===== src/rtl/core/lsq_pkg.sv =====
// Shared types and constants for the loop step quantizer.
package lsq_pkg;

    localparam int STEP_W     = 8;
    localparam int FRAC_W     = 8;
    localparam int DUR_W      = 16;
    localparam int QDUR_W     = 17;
    localparam int THR_W      = 9;
    localparam int GRID_W     = 8;
    localparam int CFG_IDX_W  = 2;
    localparam int CFG_DATA_W = 9;
    localparam int DIVIDEND_W = 17;
    localparam int CNT_W      = 5;

    // step counts of the remainder unit for short and long dividends
    localparam logic [CNT_W-1:0] SHORT_STEPS = 5'd8;
    localparam logic [CNT_W-1:0] LONG_STEPS  = 5'd17;

    // configuration register indexes
    localparam logic [CFG_IDX_W-1:0] REG_LOOP_LENGTH     = 2'd0;
    localparam logic [CFG_IDX_W-1:0] REG_TARGET_DIVISION = 2'd1;
    localparam logic [CFG_IDX_W-1:0] REG_SNAP_THRESHOLD  = 2'd2;
    localparam logic [CFG_IDX_W-1:0] REG_SNAP_MODE       = 2'd3;

    // configuration reset values
    localparam logic [STEP_W-1:0] RST_LOOP_LENGTH     = 8'd16;
    localparam logic [GRID_W-1:0] RST_TARGET_DIVISION = 8'd1;
    localparam logic [THR_W-1:0]  RST_SNAP_THRESHOLD  = 9'd128;
    localparam logic              RST_SNAP_MODE       = 1'b1;

    typedef enum logic [2:0] {
        ST_IDLE,
        ST_FIT_INIT,
        ST_FIT_START,
        ST_FIT_RUN,
        ST_ITEM_START,
        ST_ITEM_RUN,
        ST_FINISH
    } state_t;

    // controller to datapath commands
    typedef struct packed {
        logic latch_item;
        logic fit_init;
        logic fit_start;
        logic fit_next;
        logic fit_accept;
        logic item_start;
        logic load_out;
    } cmd_t;

    // datapath to controller status
    typedef struct packed {
        logic stale;
        logic busy;
        logic fit_hit;
        logic out_free;
    } status_t;

endpackage


===== src/rtl/core/lsq_if.sv =====
// Item channel interfaces: note events in, quantized results out.
interface lsq_note_if;
    logic        valid;
    logic        ready;
    logic [7:0]  raw_step;
    logic [7:0]  step_fraction;
    logic [15:0] note_duration;

    modport source (output valid, raw_step, step_fraction, note_duration, input ready);
    modport sink   (input valid, raw_step, step_fraction, note_duration, output ready);
endinterface

interface lsq_result_if;
    logic        valid;
    logic        ready;
    logic [7:0]  snapped_step;
    logic [16:0] quantized_duration;
    logic [7:0]  grid_used;

    modport source (output valid, snapped_step, quantized_duration, grid_used, input ready);
    modport sink   (input valid, snapped_step, quantized_duration, grid_used, output ready);
endinterface


===== src/rtl/core/loop_step_quantizer_core.sv =====
// Loop step quantizer top level: controller, datapath and item channels.
// One note item in, one quantized result out. An item is taken in the idle
// state, and no new item is taken until its result has been loaded. The steps
// are: the idle state that takes the item, a setup state, a run state that
// waits on the 17-step bit-serial remainder unit that reduces the rounded
// duration modulo the grid plus the check after it (the step position runs
// alongside in a second unit), and a finish state that loads the result. The
// first item after reset or a write to loop_length or target_division first
// fits the grid: a setup step, then candidate divisors walked down from
// min(target, length), each with a start, a remainder run and a check; the
// longest walk is for loop length 251 with target 250. Results sit in an
// output register, so the next item can be accepted while a result waits to
// be taken; that item then holds in the finish state until the result is taken.
module loop_step_quantizer_core (
    input  logic                           clk,
    input  logic                           rst_n,
    lsq_note_if.sink                       notes,
    lsq_result_if.source                   results,
    input  logic                           cfg_we,
    input  logic [lsq_pkg::CFG_IDX_W-1:0]  cfg_index,
    input  logic [lsq_pkg::CFG_DATA_W-1:0] cfg_data
);

    lsq_pkg::cmd_t    cmd;
    lsq_pkg::status_t status;

    lsq_ctrl u_ctrl (
        .clk      (clk),
        .rst_n    (rst_n),
        .in_valid (notes.valid),
        .in_ready (notes.ready),
        .status   (status),
        .cmd      (cmd)
    );

    lsq_dp u_dp (
        .clk                (clk),
        .rst_n              (rst_n),
        .cfg_we             (cfg_we),
        .cfg_index          (cfg_index),
        .cfg_data           (cfg_data),
        .cmd                (cmd),
        .status             (status),
        .raw_step           (notes.raw_step),
        .step_fraction      (notes.step_fraction),
        .note_duration      (notes.note_duration),
        .out_valid          (results.valid),
        .out_ready          (results.ready),
        .snapped_step       (results.snapped_step),
        .quantized_duration (results.quantized_duration),
        .grid_used          (results.grid_used)
    );

endmodule


===== src/rtl/core/lsq_mod.sv =====
// Bit-serial restoring remainder unit: dividend mod an 8-bit divisor.
module lsq_mod (
    input  logic                             clk,
    input  logic                             rst_n,
    input  logic                             start,
    input  logic                             short_mode,
    input  logic [lsq_pkg::DIVIDEND_W-1:0]   dividend,
    input  logic [lsq_pkg::GRID_W-1:0]       divisor,
    output logic                             busy,
    output logic [lsq_pkg::GRID_W-1:0]       rem
);

    logic [lsq_pkg::CNT_W-1:0]      cnt_reg, cnt_next;
    logic [lsq_pkg::DIVIDEND_W-1:0] quo_reg, quo_next;
    logic [lsq_pkg::GRID_W-1:0]     rem_reg, rem_next;
    logic [lsq_pkg::GRID_W-1:0]     div_reg, div_next;
    logic [lsq_pkg::GRID_W:0]       trial;

    // one dividend bit shifted in per cycle
    always_comb
    begin
        cnt_next = cnt_reg;
        quo_next = quo_reg;
        rem_next = rem_reg;
        div_next = div_reg;
        trial    = {rem_reg, quo_reg[lsq_pkg::DIVIDEND_W-1]};
        if (start)
        begin
            div_next = divisor;
            rem_next = '0;
            if (short_mode)
            begin
                quo_next = {dividend[lsq_pkg::STEP_W-1:0],
                            {(lsq_pkg::DIVIDEND_W - lsq_pkg::STEP_W){1'b0}}};
                cnt_next = lsq_pkg::SHORT_STEPS;
            end
            else
            begin
                quo_next = dividend;
                cnt_next = lsq_pkg::LONG_STEPS;
            end
        end
        else if (cnt_reg != '0)
        begin
            if (trial >= {1'b0, div_reg})
                rem_next = lsq_pkg::GRID_W'(trial - {1'b0, div_reg});
            else
                rem_next = trial[lsq_pkg::GRID_W-1:0];
            quo_next = {quo_reg[lsq_pkg::DIVIDEND_W-2:0], 1'b0};
            cnt_next = cnt_reg - 1'b1;
        end
    end

    always_ff @(posedge clk or negedge rst_n)
    begin
        if (!rst_n)
            cnt_reg <= '0;
        else
            cnt_reg <= cnt_next;
    end

    always_ff @(posedge clk)
    begin
        quo_reg <= quo_next;
        rem_reg <= rem_next;
        div_reg <= div_next;
    end

    assign busy = (cnt_reg != '0);
    assign rem  = rem_reg;

endmodule


===== src/rtl/core/lsq_dp.sv =====
// Datapath: configuration, grid fitting, step snap and duration rounding.
module lsq_dp (
    input  logic                             clk,
    input  logic                             rst_n,
    input  logic                             cfg_we,
    input  logic [lsq_pkg::CFG_IDX_W-1:0]    cfg_index,
    input  logic [lsq_pkg::CFG_DATA_W-1:0]   cfg_data,
    input  lsq_pkg::cmd_t                    cmd,
    output lsq_pkg::status_t                 status,
    input  logic [lsq_pkg::STEP_W-1:0]       raw_step,
    input  logic [lsq_pkg::FRAC_W-1:0]       step_fraction,
    input  logic [lsq_pkg::DUR_W-1:0]        note_duration,
    output logic                             out_valid,
    input  logic                             out_ready,
    output logic [lsq_pkg::STEP_W-1:0]       snapped_step,
    output logic [lsq_pkg::QDUR_W-1:0]       quantized_duration,
    output logic [lsq_pkg::GRID_W-1:0]       grid_used
);

    // configuration and held grid
    logic [lsq_pkg::STEP_W-1:0] loop_len_reg;
    logic [lsq_pkg::GRID_W-1:0] target_reg;
    logic [lsq_pkg::THR_W-1:0]  thr_reg;
    logic                       mode_reg;
    logic                       stale_reg;
    logic [lsq_pkg::GRID_W-1:0] grid_reg;
    logic [lsq_pkg::GRID_W-1:0] cand_reg;

    // item operands
    logic [lsq_pkg::STEP_W-1:0]       r_reg;
    logic [lsq_pkg::FRAC_W-1:0]       frac_reg;
    logic [lsq_pkg::DUR_W-1:0]        dur_reg;
    logic [lsq_pkg::GRID_W-1:0]       g_reg;
    logic [lsq_pkg::QDUR_W-1:0]       n_reg;
    logic [lsq_pkg::QDUR_W-1:0]       thr_prod_reg;

    // result register
    logic                             out_valid_reg;
    logic [lsq_pkg::STEP_W-1:0]       step_out_reg;
    logic [lsq_pkg::QDUR_W-1:0]       qdur_out_reg;
    logic [lsq_pkg::GRID_W-1:0]       grid_out_reg;

    logic [lsq_pkg::GRID_W-1:0]       fit_min;
    logic [lsq_pkg::GRID_W-1:0]       g_comb;
    logic [lsq_pkg::QDUR_W-1:0]       n_comb;
    logic                             moda_start;
    logic [lsq_pkg::DIVIDEND_W-1:0]   moda_dividend;
    logic [lsq_pkg::GRID_W-1:0]       moda_divisor;
    logic                             moda_busy;
    logic [lsq_pkg::GRID_W-1:0]       moda_rem;
    logic                             modb_busy;
    logic [lsq_pkg::GRID_W-1:0]       modb_rem;

    logic [lsq_pkg::STEP_W-1:0]       base;
    logic [lsq_pkg::QDUR_W-1:0]       lhs;
    logic                             fwd;
    logic [lsq_pkg::STEP_W+1:0]       step_fwd;
    logic [lsq_pkg::STEP_W-1:0]       step_sel;
    logic [lsq_pkg::QDUR_W-1:0]       trunc;
    logic [lsq_pkg::QDUR_W-1:0]       qdur_sel;

    function automatic logic [lsq_pkg::QDUR_W-1:0] QDUR_W_ZX(input logic [lsq_pkg::GRID_W-1:0] v);
        QDUR_W_ZX = {{(lsq_pkg::QDUR_W - lsq_pkg::GRID_W){1'b0}}, v};
    endfunction

    // configuration writes; a grid-relevant write marks the grid stale
    always_ff @(posedge clk or negedge rst_n)
    begin
        if (!rst_n)
        begin
            loop_len_reg <= lsq_pkg::RST_LOOP_LENGTH;
            target_reg   <= lsq_pkg::RST_TARGET_DIVISION;
            thr_reg      <= lsq_pkg::RST_SNAP_THRESHOLD;
            mode_reg     <= lsq_pkg::RST_SNAP_MODE;
            stale_reg    <= 1'b1;
            grid_reg     <= 8'd1;
        end
        else
        begin
            if (cfg_we)
            begin
                unique case (cfg_index)
                    lsq_pkg::REG_LOOP_LENGTH:
                    begin
                        loop_len_reg <= cfg_data[lsq_pkg::STEP_W-1:0];
                        stale_reg    <= 1'b1;
                    end
                    lsq_pkg::REG_TARGET_DIVISION:
                    begin
                        target_reg <= cfg_data[lsq_pkg::GRID_W-1:0];
                        stale_reg  <= 1'b1;
                    end
                    lsq_pkg::REG_SNAP_THRESHOLD:
                        thr_reg <= cfg_data;
                    lsq_pkg::REG_SNAP_MODE:
                        mode_reg <= cfg_data[0];
                    default: ;
                endcase
            end
            if (cmd.fit_accept)
            begin
                grid_reg  <= cand_reg;
                stale_reg <= 1'b0;
            end
        end
    end

    // divisor search starts at min(target, length), at least 1
    always_comb
    begin
        fit_min = (target_reg < loop_len_reg) ? target_reg : loop_len_reg;
        if (fit_min == '0)
            fit_min = 8'd1;
    end

    assign g_comb = mode_reg ? grid_reg : 8'd1;
    assign n_comb = {1'b0, dur_reg} + QDUR_W_ZX(g_comb >> 1);

    // operand registers
    always_ff @(posedge clk)
    begin
        if (cmd.fit_init)
            cand_reg <= fit_min;
        else if (cmd.fit_next)
            cand_reg <= cand_reg - 1'b1;
        if (cmd.latch_item)
        begin
            r_reg    <= (raw_step == '0) ? '0 : raw_step - 1'b1;
            frac_reg <= step_fraction;
            dur_reg  <= note_duration;
        end
        if (cmd.item_start)
        begin
            g_reg        <= g_comb;
            n_reg        <= n_comb;
            thr_prod_reg <= lsq_pkg::QDUR_W'(thr_reg * g_comb);
        end
    end

    // unit A: grid fitting and step position; unit B: duration remainder
    assign moda_start    = cmd.fit_start | cmd.item_start;
    assign moda_dividend = cmd.fit_start
                           ? {{(lsq_pkg::DIVIDEND_W - lsq_pkg::STEP_W){1'b0}}, loop_len_reg}
                           : {{(lsq_pkg::DIVIDEND_W - lsq_pkg::STEP_W){1'b0}}, r_reg};
    assign moda_divisor  = cmd.fit_start ? cand_reg : g_comb;

    lsq_mod u_moda (
        .clk        (clk),
        .rst_n      (rst_n),
        .start      (moda_start),
        .short_mode (1'b1),
        .dividend   (moda_dividend),
        .divisor    (moda_divisor),
        .busy       (moda_busy),
        .rem        (moda_rem)
    );

    lsq_mod u_modb (
        .clk        (clk),
        .rst_n      (rst_n),
        .start      (cmd.item_start),
        .short_mode (1'b0),
        .dividend   (n_comb),
        .divisor    (g_comb),
        .busy       (modb_busy),
        .rem        (modb_rem)
    );

    // snap: back to division start, or forward with wrap past loop end
    always_comb
    begin
        base     = r_reg - moda_rem;
        lhs      = {1'b0, moda_rem, frac_reg};
        fwd      = (lhs >= thr_prod_reg);
        step_fwd = {2'b00, base} + {2'b00, g_reg} + 10'd1;
        if (fwd)
        begin
            if (step_fwd > {2'b00, loop_len_reg})
                step_sel = 8'd1;
            else
                step_sel = step_fwd[lsq_pkg::STEP_W-1:0];
        end
        else
            step_sel = base + 1'b1;
    end

    // duration: round half-up to a grid multiple, at least one grid when the grid is above 1
    always_comb
    begin
        trunc = n_reg - QDUR_W_ZX(modb_rem);
        if (g_reg <= 8'd1)
            qdur_sel = {1'b0, dur_reg};
        else if (trunc < QDUR_W_ZX(g_reg))
            qdur_sel = QDUR_W_ZX(g_reg);
        else
            qdur_sel = trunc;
    end

    // result register
    always_ff @(posedge clk or negedge rst_n)
    begin
        if (!rst_n)
            out_valid_reg <= 1'b0;
        else if (cmd.load_out)
            out_valid_reg <= 1'b1;
        else if (out_ready)
            out_valid_reg <= 1'b0;
    end

    always_ff @(posedge clk)
    begin
        if (cmd.load_out)
        begin
            step_out_reg <= step_sel;
            qdur_out_reg <= qdur_sel;
            grid_out_reg <= g_reg;
        end
    end

    assign out_valid          = out_valid_reg;
    assign snapped_step       = step_out_reg;
    assign quantized_duration = qdur_out_reg;
    assign grid_used          = grid_out_reg;

    assign status.stale    = stale_reg;
    assign status.busy     = moda_busy | modb_busy;
    assign status.fit_hit  = (moda_rem == '0);
    assign status.out_free = ~out_valid_reg | out_ready;

endmodule


===== src/rtl/core/lsq_ctrl.sv =====
// Controller: sequences grid fitting and per-item remainder runs.
module lsq_ctrl (
    input  logic              clk,
    input  logic              rst_n,
    input  logic              in_valid,
    output logic              in_ready,
    input  lsq_pkg::status_t  status,
    output lsq_pkg::cmd_t     cmd
);

    lsq_pkg::state_t state_reg, state_next;

    always_ff @(posedge clk or negedge rst_n)
    begin
        if (!rst_n)
            state_reg <= lsq_pkg::ST_IDLE;
        else
            state_reg <= state_next;
    end

    // next state and commands
    always_comb
    begin
        state_next = state_reg;
        cmd        = '0;
        in_ready   = 1'b0;
        unique case (state_reg)
            lsq_pkg::ST_IDLE:
            begin
                in_ready = 1'b1;
                if (in_valid)
                begin
                    cmd.latch_item = 1'b1;
                    state_next = status.stale ? lsq_pkg::ST_FIT_INIT : lsq_pkg::ST_ITEM_START;
                end
            end
            lsq_pkg::ST_FIT_INIT:
            begin
                cmd.fit_init = 1'b1;
                state_next   = lsq_pkg::ST_FIT_START;
            end
            lsq_pkg::ST_FIT_START:
            begin
                cmd.fit_start = 1'b1;
                state_next    = lsq_pkg::ST_FIT_RUN;
            end
            lsq_pkg::ST_FIT_RUN:
            begin
                if (!status.busy)
                begin
                    if (status.fit_hit)
                    begin
                        cmd.fit_accept = 1'b1;
                        state_next     = lsq_pkg::ST_ITEM_START;
                    end
                    else
                    begin
                        cmd.fit_next = 1'b1;
                        state_next   = lsq_pkg::ST_FIT_START;
                    end
                end
            end
            lsq_pkg::ST_ITEM_START:
            begin
                cmd.item_start = 1'b1;
                state_next     = lsq_pkg::ST_ITEM_RUN;
            end
            lsq_pkg::ST_ITEM_RUN:
            begin
                if (!status.busy)
                    state_next = lsq_pkg::ST_FINISH;
            end
            lsq_pkg::ST_FINISH:
            begin
                if (status.out_free)
                begin
                    cmd.load_out = 1'b1;
                    state_next   = lsq_pkg::ST_IDLE;
                end
            end
            default:
                state_next = lsq_pkg::ST_IDLE;
        endcase
    end

endmodule


===== src/flat_wrapper.sv =====
// flat-port wrapper written by rule: the top's interface ports become plain ports
module loop_step_quantizer_core_flat 
  (clk, rst_n, cfg_we, cfg_index, cfg_data, notes_valid, notes_raw_step, notes_step_fraction, notes_note_duration, notes_ready, results_valid, results_snapped_step, results_quantized_duration, results_grid_used, results_ready);
  lsq_note_if notes_i ();
  lsq_result_if results_i ();
  input  logic clk;
  input  logic rst_n;
  input  logic cfg_we;
  input  logic [lsq_pkg::CFG_IDX_W-1:0] cfg_index;
  input  logic [lsq_pkg::CFG_DATA_W-1:0] cfg_data;
  input wire logic [$bits(notes_i.valid)-1:0] notes_valid;
  input wire logic [$bits(notes_i.raw_step)-1:0] notes_raw_step;
  input wire logic [$bits(notes_i.step_fraction)-1:0] notes_step_fraction;
  input wire logic [$bits(notes_i.note_duration)-1:0] notes_note_duration;
  output wire logic [$bits(notes_i.ready)-1:0] notes_ready;
  output wire logic [$bits(results_i.valid)-1:0] results_valid;
  output wire logic [$bits(results_i.snapped_step)-1:0] results_snapped_step;
  output wire logic [$bits(results_i.quantized_duration)-1:0] results_quantized_duration;
  output wire logic [$bits(results_i.grid_used)-1:0] results_grid_used;
  input wire logic [$bits(results_i.ready)-1:0] results_ready;
  assign notes_i.valid = notes_valid;
  assign notes_i.raw_step = notes_raw_step;
  assign notes_i.step_fraction = notes_step_fraction;
  assign notes_i.note_duration = notes_note_duration;
  assign notes_ready = notes_i.ready;
  assign results_valid = results_i.valid;
  assign results_snapped_step = results_i.snapped_step;
  assign results_quantized_duration = results_i.quantized_duration;
  assign results_grid_used = results_i.grid_used;
  assign results_i.ready = results_ready;
  loop_step_quantizer_core u_core (.clk(clk), .rst_n(rst_n), .notes(notes_i), .results(results_i), .cfg_we(cfg_we), .cfg_index(cfg_index), .cfg_data(cfg_data));
endmodule

===== config.mk =====
export PLATFORM = sky130hd
export DESIGN_NAME = loop_step_quantizer_core_flat
export DESIGN_NICKNAME = d
export VERILOG_FILES = /design/src/rtl/core/lsq_pkg.sv /design/src/rtl/core/lsq_if.sv /design/src/rtl/core/loop_step_quantizer_core.sv /design/src/rtl/core/lsq_mod.sv /design/src/rtl/core/lsq_dp.sv /design/src/rtl/core/lsq_ctrl.sv /design/src/flat_wrapper.sv
export SDC_FILE = /design/constraint.sdc
export NUM_CORES = 1
export LEC_CHECK = 0
export CORE_MARGIN = 3
export CORE_UTILIZATION = 45
export CTS_CLUSTER_DIAMETER = 30
export DETAILED_ROUTE_END_ITERATION = 10
export DONT_BUFFER_PORTS = 1
export GPL_ROUTABILITY_DRIVEN = 0
export PLACE_DENSITY_LB_ADDON = 0.25
export SLEW_MARGIN = 5
export SYNTH_ARGS = -nofsm -noshare
export SYNTH_HDL_FRONTEND = slang
export SYNTH_SLANG_ARGS = --single-unit

===== constraint.sdc =====
create_clock -name clk -period 5.5 [get_ports clk]
set_clock_uncertainty 0.2 [all_clocks]
set_input_delay 1.1 -clock clk [delete_from_list [all_inputs] [get_ports clk]]
set_output_delay 1.1 -clock clk [all_outputs]
set_load 0.05 [all_outputs]

==> summary.txt, run 1 <==
clk sinks - 213
CP Max Fanout - 14
Critical Path Most Common Cell - fa_1
drt pass-1 iters - 5
Critical-path top delay cell - dfstp_2
Detailed Place HPWL - 24.3 mm
ratio of cells with drive above 1 in the final layout - 12.7%
Starting Density - 46.0%
via/cell ratio - 5.53
Die Height - 184 um
Max Freq - 192 MHz
maximum VDD drop - 0.269 mV
Post-CTS Hold Fix Bufs - 0
Worst Path Arrival - 5.32 ns
Die X - 184 um
Worst Tran Pin Value - 0.941 ns
syn nets - 1577
met2 wire length - 15.3 mm
crit path capture type - register
clk slew on worst S/H paths - 0.05 ns
Worst setup SP type - register
min Tclk post-route - 5.22 ns
EDFF count, synth - 148
I/O Pins - 83
worst hold path type - input port to asynchronous set/reset pin
commonest non-fill, non-tap cell in the layout - inv_1
most frequent cells in the layout - 150 x inv_1, 148 x edfxtp_1, 126 x ha_1
Async SR Flop Fraction - 23.0%
global-route wire length before repair - 52.2 mm
Slew HR - 37.2%
TritonCTS Buffers - 50
H-tree levels - 2
largest area contributor in the netlist - edfxtp_1
mapped cell area - 0.0142 mm^2
clock root cell - clkbuf_16
period utilization - 94.9%
fillers - 2611
worst path required time - 5.60 ns
final hold vios - 0
Total GRT Usage - 19.4%
flops & latches, synth - 213
GRT Residual Overflow - 0
via count - 10100
Final setup viols - 0
synth top area cells - edfxtp_1 31%, ha_1 11%, dfrtp_1 7.6%
top sig layer - met4
Static Leak - 0.00734 uW
antenna viol nets, final - 0
row count - 64
Synth Area per Inst - 10.5 um^2
Syn-to-layout area delta - 15.7%
RSZ-0062 raised after global routing - no
Pwr Density - 495 mW/mm^2
1st-iter DRT viols - 631
Seq/Total Area, Yosys - 42.3%
setup TNS - 0 ns
Tot Pwr - 8120 uW
MaxCap Viol Count - 0
Post-Route WL - 32.4 mm
nets - 1615
synth unique cells - 75
Setup Crit Path Kind - register to register
Slew Viols, Final - 0
Synth top area share - 31.3%
DR DRC count - 0
worst-path cell chain - and2_1 -> nand2_1 -> fa_1 -> fa_1 -> inv_1 -> fa_1 -> inv_1 -> fa_1 -> inv_1 -> ha_1 -> o21a_1 -> nor2_1 -> and4b_1 -> a21boi_2 -> a21oi_1 -> a21o_1 -> a21oi_1 -> xnor2_1
WL met3 - 1.76 mm
Longest Clk Path Bufs - 3
largest net degree at the start of global routing - 65
initial antenna violation count - 0
CTS tree - yes
status - finished clean
diode count - 0
die area - 0.0337 mm^2
IO Port Bufs - 0
Metal-1 WL - 14.4 mm
clk_lat worst skew - 0.56 ns
Ys Warns - 0
Gate Count Post-Synth - 1355
core area - 0.0308 mm^2
vias in the first global route - 10200
CP max stage delay - 0.63 ns
drt wl/cell - 17.7 um
Most used DFF post-synth - edfxtp_1
[logic make-up after synthesis]
kind of cell	count (synthesis)	synth area share, %
and+or+nand+nor	409	14.6
AOI/OAI and AO/OA	243	11.2
DFF	213	42.3
buffers and inverters	186	5.03
adders and majority gates	174	17.9
xor gates and xnor gates	73	4.56
muxes	57	4.45
[timing repair]
item                       CTS  global route
setup buffers                0             2
setup endpoints to repair    0             2
resized for setup            0             3
[metal layers]
layer  track usage, %  up-vias
li1                 -     4927
met2             32.0      284
met5                0        -
met1             25.8     4847
met3             3.88       70
met4             6.37        0
[metrics by stage]
step	cells	hold WS, ns	cell area, um^2	util, %	setup slack, ns
4_1_cts	1828	0.00870	16400	53.2	0.194
3_5_place_dp	1735	0.263	14700	47.6	0.200
2_1_floorplan	1355	0.245	14200	-	0.327
6_report	1830	0.0415	16400	53.3	0.280
5_1_grt	1830	0.00743	16400	53.3	0.0478
3_3_place_gp	1735	0.258	14700	47.6	0.246
[area by class of cell]
| class | instances | area [um^2] | area share, % |
|---|---|---|---|
| timing repair buffer | 21 | 161 | 0.983 |
| sequential | 213 | 6000 | 36.5 |
| inverter | 151 | 567 | 3.45 |
| multi-input combinational | 956 | 7490 | 45.6 |
| clock inverter | 32 | 392 | 2.39 |
| tap | 396 | 495 | 3.02 |
| clock buffer | 61 | 1310 | 7.99 |
[Yosys cell counts, types with 7 or more instances]
master and number:
inv_1 150, edfxtp_1 148, ha_1 126, nor2_1 90, nand2_1 87, and3_1 65
a21oi_1 63, o21ai_0 57, fa_1 48, xnor2_1 47, nor3_1 46, mux2_2 45
dfrtp_1 43, clkbuf_1 26, xor2_1 25, nor2b_1 22, nand3_1 21, a21o_1 18
and2_1 18, dfxtp_1 16, nand4_1 15, o21ai_1 13, mux2i_1 11, nand2b_1 11
a211oi_1 10, or3_1 9, o21bai_1 8, a31oi_1 7, o21a_1 7, o22ai_1 7
[report_power, final]
part	internal [uW]	leakage (uW)	switching [uW]
clock network	1950	0.000811	951
logic	1230	0.00444	1570
registers	2110	0.00210	308
[worst max-delay path: cells and delay by family (launching register included)]
family          cells  cell delay [ns]
buf+inv             3             0.15
simple gates        4             0.65
xor+xnor            1             0.08
compound gates      5             0.82
fa+ha+maj           5             2.45
flops               1             0.63
[path summary, 6_finish.rpt]
check	from	to	slack, ns	cells past startpoint
setup / recovery	u_core.u_dp.mode_reg$_DFFE_PN1P_	u_core.u_dp.thr_prod_reg[16]$_DFFE_PP_	0.28	18
hold / removal	rst_n	u_core.u_dp.loop_len_reg[0]$_DFFE_PN0P_	0.04	0
setup reg to reg	u_core.u_dp.mode_reg$_DFFE_PN1P_	u_core.u_dp.thr_prod_reg[16]$_DFFE_PP_	0.28	18
hold reg to reg	u_core.u_dp.u_modb.rem[7]$_SDFFE_PP0P_	u_core.u_dp.u_modb.rem[7]$_SDFFE_PP0P_	0.27	2
max in group asynchronous	rst_n	u_core.u_dp.stale_reg$_DFFE_PN1P_	4.87	0
min in group clk	u_core.u_dp.u_modb.rem[7]$_SDFFE_PP0P_	u_core.u_dp.u_modb.rem[7]$_SDFFE_PP0P_	0.27	2
No activity file was read; power rests on OpenSTA's default activity.
==> inputs of run 2 (changes only) <==
- REMOVE_ABC_BUFFERS: not set -> 1
==> run 2 against run 1 <==
Clock power down 2%. Worst hold slack better by 0.017 ns. Register-to-register slack worse by 0.03 ns. Count of clock-buffer cells in the layout decreased by 2. Maximum frequency is 0.63% lower. Core utilization hardly changed. Via count hardly changed. First-iteration DRC count is 22% higher.
==> summary.txt, run 2 (synthesis results as in run 1) <==
TritonCTS Buffers - 50
switching share of power - 34.8%
most frequent cells in the layout - 150 x inv_1, 148 x edfxtp_1, 125 x ha_1
Clk network pwr share - 35.3%
RSZ-0062 raised after global routing - no
CP Max Fanout - 44
DR DRC count - 0
RR Startpoint - u_core.u_dp.mode_reg$_DFFE_PN1P_
clock root cell - clkbuf_16
Detailed Place HPWL - 24.4 mm
vias in the first global route - 10200
R2R cell count - 17
crit path capture type - register
period utilization - 95.5%
Slew HR - 41.6%
non-filler cells, final - 1829
IO Port Bufs - 0
drt wl/cell - 18.0 um
Worst Tran Pin Value - 0.874 ns
H-tree levels - 2
Die X - 184 um
worst hold path type - input port to asynchronous set/reset pin
MaxCap Viol Count - 0
largest net degree at the start of global routing - 65
Die Height - 184 um
1st-iter DRT viols - 771
Tot Pwr - 8090 uW
setup TNS - 0 ns
row count - 64
GRT Residual Overflow - 0
Post-Route WL - 32.9 mm
global-route wire length before repair - 52.9 mm
sw power - 2820 uW
Max Freq - 190 MHz
Post-CTS Hold Fix Bufs - 0
Place WS - 0.0888 ns
drt pass-1 iters - 5
clk_lat worst skew - 0.55 ns
Worst Path Arrival - 5.36 ns
status - finished clean
maximum VDD drop - 0.214 mV
diode count - 0
Longest Clk Path Bufs - 3
reg-to-reg setup timing slack - 0.25 ns
final setup margin - 0.247 ns
cell count after placement - 1736
worst path required time - 5.60 ns
Worst setup SP type - register
Slew Viols, Final - 0
Final setup viols - 0
reg2reg end - u_core.u_dp.thr_prod_reg[16]$_DFFE_PP_
die area - 0.0337 mm^2
I/O Pins - 83
antenna viol nets, final - 0
final hold vios - 0
Syn-to-layout area delta - 15.6%
P_int - 5270 uW
power share of the combinational group - 34.7%
Setup Crit Path Kind - register to register
Pwr Density - 493 mW/mm^2
via/cell ratio - 5.53
Static Leak - 0.00735 uW
Starting Density - 46.0%
core area - 0.0308 mm^2
ratio of cells with drive above 1 in the final layout - 12.8%
Sequential Power Share - 30.0%
initial antenna violation count - 0
clk slew on worst S/H paths - 0.05 ns
Layout Utilization - 53.2%
setup bufs post-CTS - 0
min Tclk post-route - 5.25 ns
via count - 10100
Total GRT Usage - 19.6%
commonest non-fill, non-tap cell in the layout - inv_1
nets - 1614
clk sinks - 213
CTS tree - yes
# resized after CTS - 0
-- run 2: cell type report --
cell class | instances | area [um^2]
inverter | 151 | 567
clock buffer | 59 | 1290
clock inverter | 34 | 373
fill | 2662 | 14400
multi-input combinational | 956 | 7510
sequential | 213 | 6000
tap | 396 | 495
timing repair buffer | 20 | 163
-- run 2: how the worst max path moves through the flow --
| stage | startpoint | endpoint | cells past startpoint |
|---|---|---|---|
| 2_1_floorplan | u_core.u_dp.mode_reg$_DFFE_PN1P_ | u_core.u_dp.thr_prod_reg[16]$_DFFE_PP_ | 18 |
| 3_3_place_gp | u_core.u_dp.mode_reg$_DFFE_PN1P_ | u_core.u_dp.thr_prod_reg[16]$_DFFE_PP_ | 18 |
| 3_5_place_dp | u_core.u_dp.mode_reg$_DFFE_PN1P_ | u_core.u_dp.thr_prod_reg[16]$_DFFE_PP_ | 18 |
| 4_1_cts | u_core.u_dp.mode_reg$_DFFE_PN1P_ | u_core.u_dp.thr_prod_reg[16]$_DFFE_PP_ | 18 |
| 5_1_grt | u_core.u_dp.mode_reg$_DFFE_PN1P_ | u_core.u_dp.thr_prod_reg[16]$_DFFE_PP_ | 17 |
| 6_report | u_core.u_dp.mode_reg$_DFFE_PN1P_ | u_core.u_dp.thr_prod_reg[16]$_DFFE_PP_ | 17 |
-- run 2: power groups by stage --
| stage | logic, uW | clock network [uW] | registers [uW] |
|---|---|---|---|
| 6_report | 2810 | 2850 | 2430 |
| 5_1_grt | 3170 | 2990 | 2460 |
| 4_1_cts | 2780 | 2910 | 2420 |
| 3_5_place_dp | 2760 | 0 | 2440 |
| 3_3_place_gp | 2670 | 0 | 2440 |
| 2_1_floorplan | 2190 | 0 | 2330 |
-- run 2: layer usage --
metal	share of wire (%)	routed length, um	up-vias	global-route usage, %
li1	-	-	4914	-
met1	45	14900	4878	26.0
met2	47	15500	261	32.4
met3	4.7	1560	65	3.46
met4	3.0	979	0	7.31
met5	0	0	-	0
-- run 2: worst max-delay path, stage by stage (launching register included) --
cell	delay, ns
dfstp_4	0.70
buf_12	0.19
and3_1	0.19
fa_1	0.44
fa_1	0.52
fa_1	0.56
inv_1	0.06
fa_1	0.53
inv_1	0.04
ha_1	0.34
o21a_1	0.14
nor2_1	0.13
and4b_1	0.22
a21boi_2	0.19
a21oi_1	0.12
a21o_1	0.19
a21oi_1	0.16
xnor2_1	0.08
-- run 2: per-stage QoR --
step           hold WS [ns]  area [um^2]
3_3_place_gp          0.261        14700
5_1_grt              0.0314        16400
4_1_cts              0.0281        16400
2_1_floorplan         0.245        14000
6_report             0.0583        16400
3_5_place_dp          0.281        14700
==> inputs of run 3 (changes only) <==
- clock period: 5.5 -> 6.05 ns (I/O delays scaled with it)
==> run 3 against run 2 <==
First-iteration DRC count decreased by 8.0%. Highest routed layer unchanged. Critical path depth is 1 higher. Maximum frequency is 5.1% lower. Core utilization is 0.27 points higher. Count of clock-buffer cells in the layout unchanged. Setup slack improved by 0.27 ns. Clock power increased by 1%. Flip-flop and latch count is the same. Cell area increased by 0.51%.
==> summary.txt, run 3 (synthesis results as in run 1) <==
status - finished clean
most frequent cells in the layout - 150 x inv_1, 148 x edfxtp_1, 126 x ha_1
period utilization - 91.5%
core area - 0.0308 mm^2
Critical Path Most Common Cell - fa_1
R2R cell count - 18
Slew Viols, Final - 0
Worst Path Arrival - 5.64 ns
H-tree levels - 2
reg2reg end - u_core.u_dp.thr_prod_reg[16]$_DFFE_PP_
1st-iter DRT viols - 709
Post-Route WL - 33.3 mm
Final setup viols - 0
nets - 1606
Longest Clk Path Bufs - 3
largest net degree at the start of global routing - 65
Die X - 184 um
clk_lat worst skew - 0.57 ns
CP Max Fanout - 27
reg-to-reg setup timing slack - 0.51 ns
Tot Pwr - 7640 uW
Post-CTS Hold Fix Bufs - 0
WHS - 0.147 ns
TritonCTS Buffers - 54
Seq. cell area - 0.00600 mm^2
# resized after CTS - 0
maximum VDD drop - 0.228 mV
Detailed Place HPWL - 24.9 mm
clock root cell - clkbuf_16
setup TNS - 0 ns
crit path capture type - register
Static Leak - 0.00737 uW
ratio of cells with drive above 1 in the final layout - 13.0%
commonest non-fill, non-tap cell in the layout - inv_1
drt pass-1 iters - 5
worst hold path type - input port to asynchronous set/reset pin
Slew HR - 38.5%
CP max stage delay - 0.73 ns
area of the multi-input gates - 0.00749 mm^2
row count - 64
GRT Residual Overflow - 0
die area - 0.0337 mm^2
initial antenna violation count - 0
DR DRC count - 0
vias in the first global route - 10100
Worst setup SP type - register
RSZ-0062 raised after global routing - no
crit path from - u_core.u_dp.mode_reg$_DFFE_PN1P_
antenna viol nets, final - 0
diode count - 0
MaxCap Viol Count - 0
Critical-path top delay cell - dfstp_2
Total GRT Usage - 19.9%
via count - 10300
min Tclk post-route - 5.54 ns
via/cell ratio - 5.62
Die Height - 184 um
final hold vios - 0
worst-path cell chain - and2_1 -> nand2_1 -> fa_1 -> fa_1 -> inv_1 -> fa_1 -> inv_1 -> fa_1 -> inv_1 -> ha_1 -> o21a_1 -> nor2_1 -> and4b_1 -> a21boi_1 -> a21oi_1 -> a21o_1 -> a21oi_1 -> xnor2_1
RR Startpoint - u_core.u_dp.mode_reg$_DFFE_PN1P_
final instance area - 0.0165 mm^2
fillers - 2611
global-route wire length before repair - 53.3 mm
worst path required time - 6.15 ns
CTS tree - yes
Setup Crit Path Kind - register to register
Post-DP Area - 0.0146 mm^2
Pwr Density - 463 mW/mm^2
Worst Tran Pin Value - 0.922 ns
drt wl/cell - 18.3 um
I/O Pins - 83
clk slew on worst S/H paths - 0.05 ns
Syn-to-layout area delta - 16.2%
Max Freq - 181 MHz
Starting Density - 46.0%
clk sinks - 213
IO Port Bufs - 0
setup bufs post-CTS - 0
## run 3: cell count changes in the layout (fill, tap and decap cells not counted), sizes merged
cell	change
clkinvlp	+6
inv	-1
buf	-12
bufinv	+2
clkinv	+2
## run 3: power breakdown
group | leakage (uW) | switching [uW] | total (uW) | internal (uW)
clock | 0.000910 | 920 | 2890 | 1970
combinational | 0.00437 | 1420 | 2530 | 1110
sequential | 0.00210 | 301 | 2220 | 1920
total | 0.00737 | 2640 | 7640 | 5000
## run 3: cell type report
type / instances / share of cell area (%)
Clock buffer: 59 / 8.43
Timing Repair Buffer: 8 / 0.364
Inverter: 151 / 3.44
Tap cell: 396 / 3.01
Clock inverter: 43 / 2.97
Multi-Input combinational cell: 956 / 45.4
Sequential cell: 213 / 36.4
## run 3: metal layers
metal  vias up  share of wire [%]  track usage (%)
li1       4906                  -                -
met1      4965                 44             26.7
met2       303                 47             32.1
met3        81                5.9             3.84
met4         0                3.3             7.25
met5         -                  0                0
## run 3: how the worst max path moves through the flow
stage / endpoint / slack [ns] / depth (start not counted)
detailed placement: u_core.u_dp.thr_prod_reg[16]$_DFFE_PP_ / 0.55 / 18
floorplan: u_core.u_dp.thr_prod_reg[16]$_DFFE_PP_ / 0.70 / 18
global route: u_core.u_dp.thr_prod_reg[16]$_DFFE_PP_ / 0.24 / 17
finish: u_core.u_dp.thr_prod_reg[16]$_DFFE_PP_ / 0.51 / 18
CTS: u_core.u_dp.thr_prod_reg[16]$_DFFE_PP_ / 0.53 / 18
global placement: u_core.u_dp.thr_prod_reg[16]$_DFFE_PP_ / 0.67 / 18
## run 3: through the flow
stage / setup slack, ns / util, % / instances
after floorplan: 0.698 / - / 1320
after global placement: 0.666 / 47.4 / 1724
after detailed placement: 0.549 / 47.4 / 1724
after CTS: 0.528 / 53.5 / 1826
after global routing: 0.240 / 53.5 / 1826
final: 0.513 / 53.5 / 1826
## run 3: critical path, delay by kind of cell, from the launching register on
family                     cells  cell delay (ns)
AOI/OAI and AO/OA              5             0.95
DFF                            1             0.73
buffers and inverters          3             0.16
xor gates and xnor gates       1             0.08
and+or+nand+nor                4             0.80
adders and majority gates      5             2.37
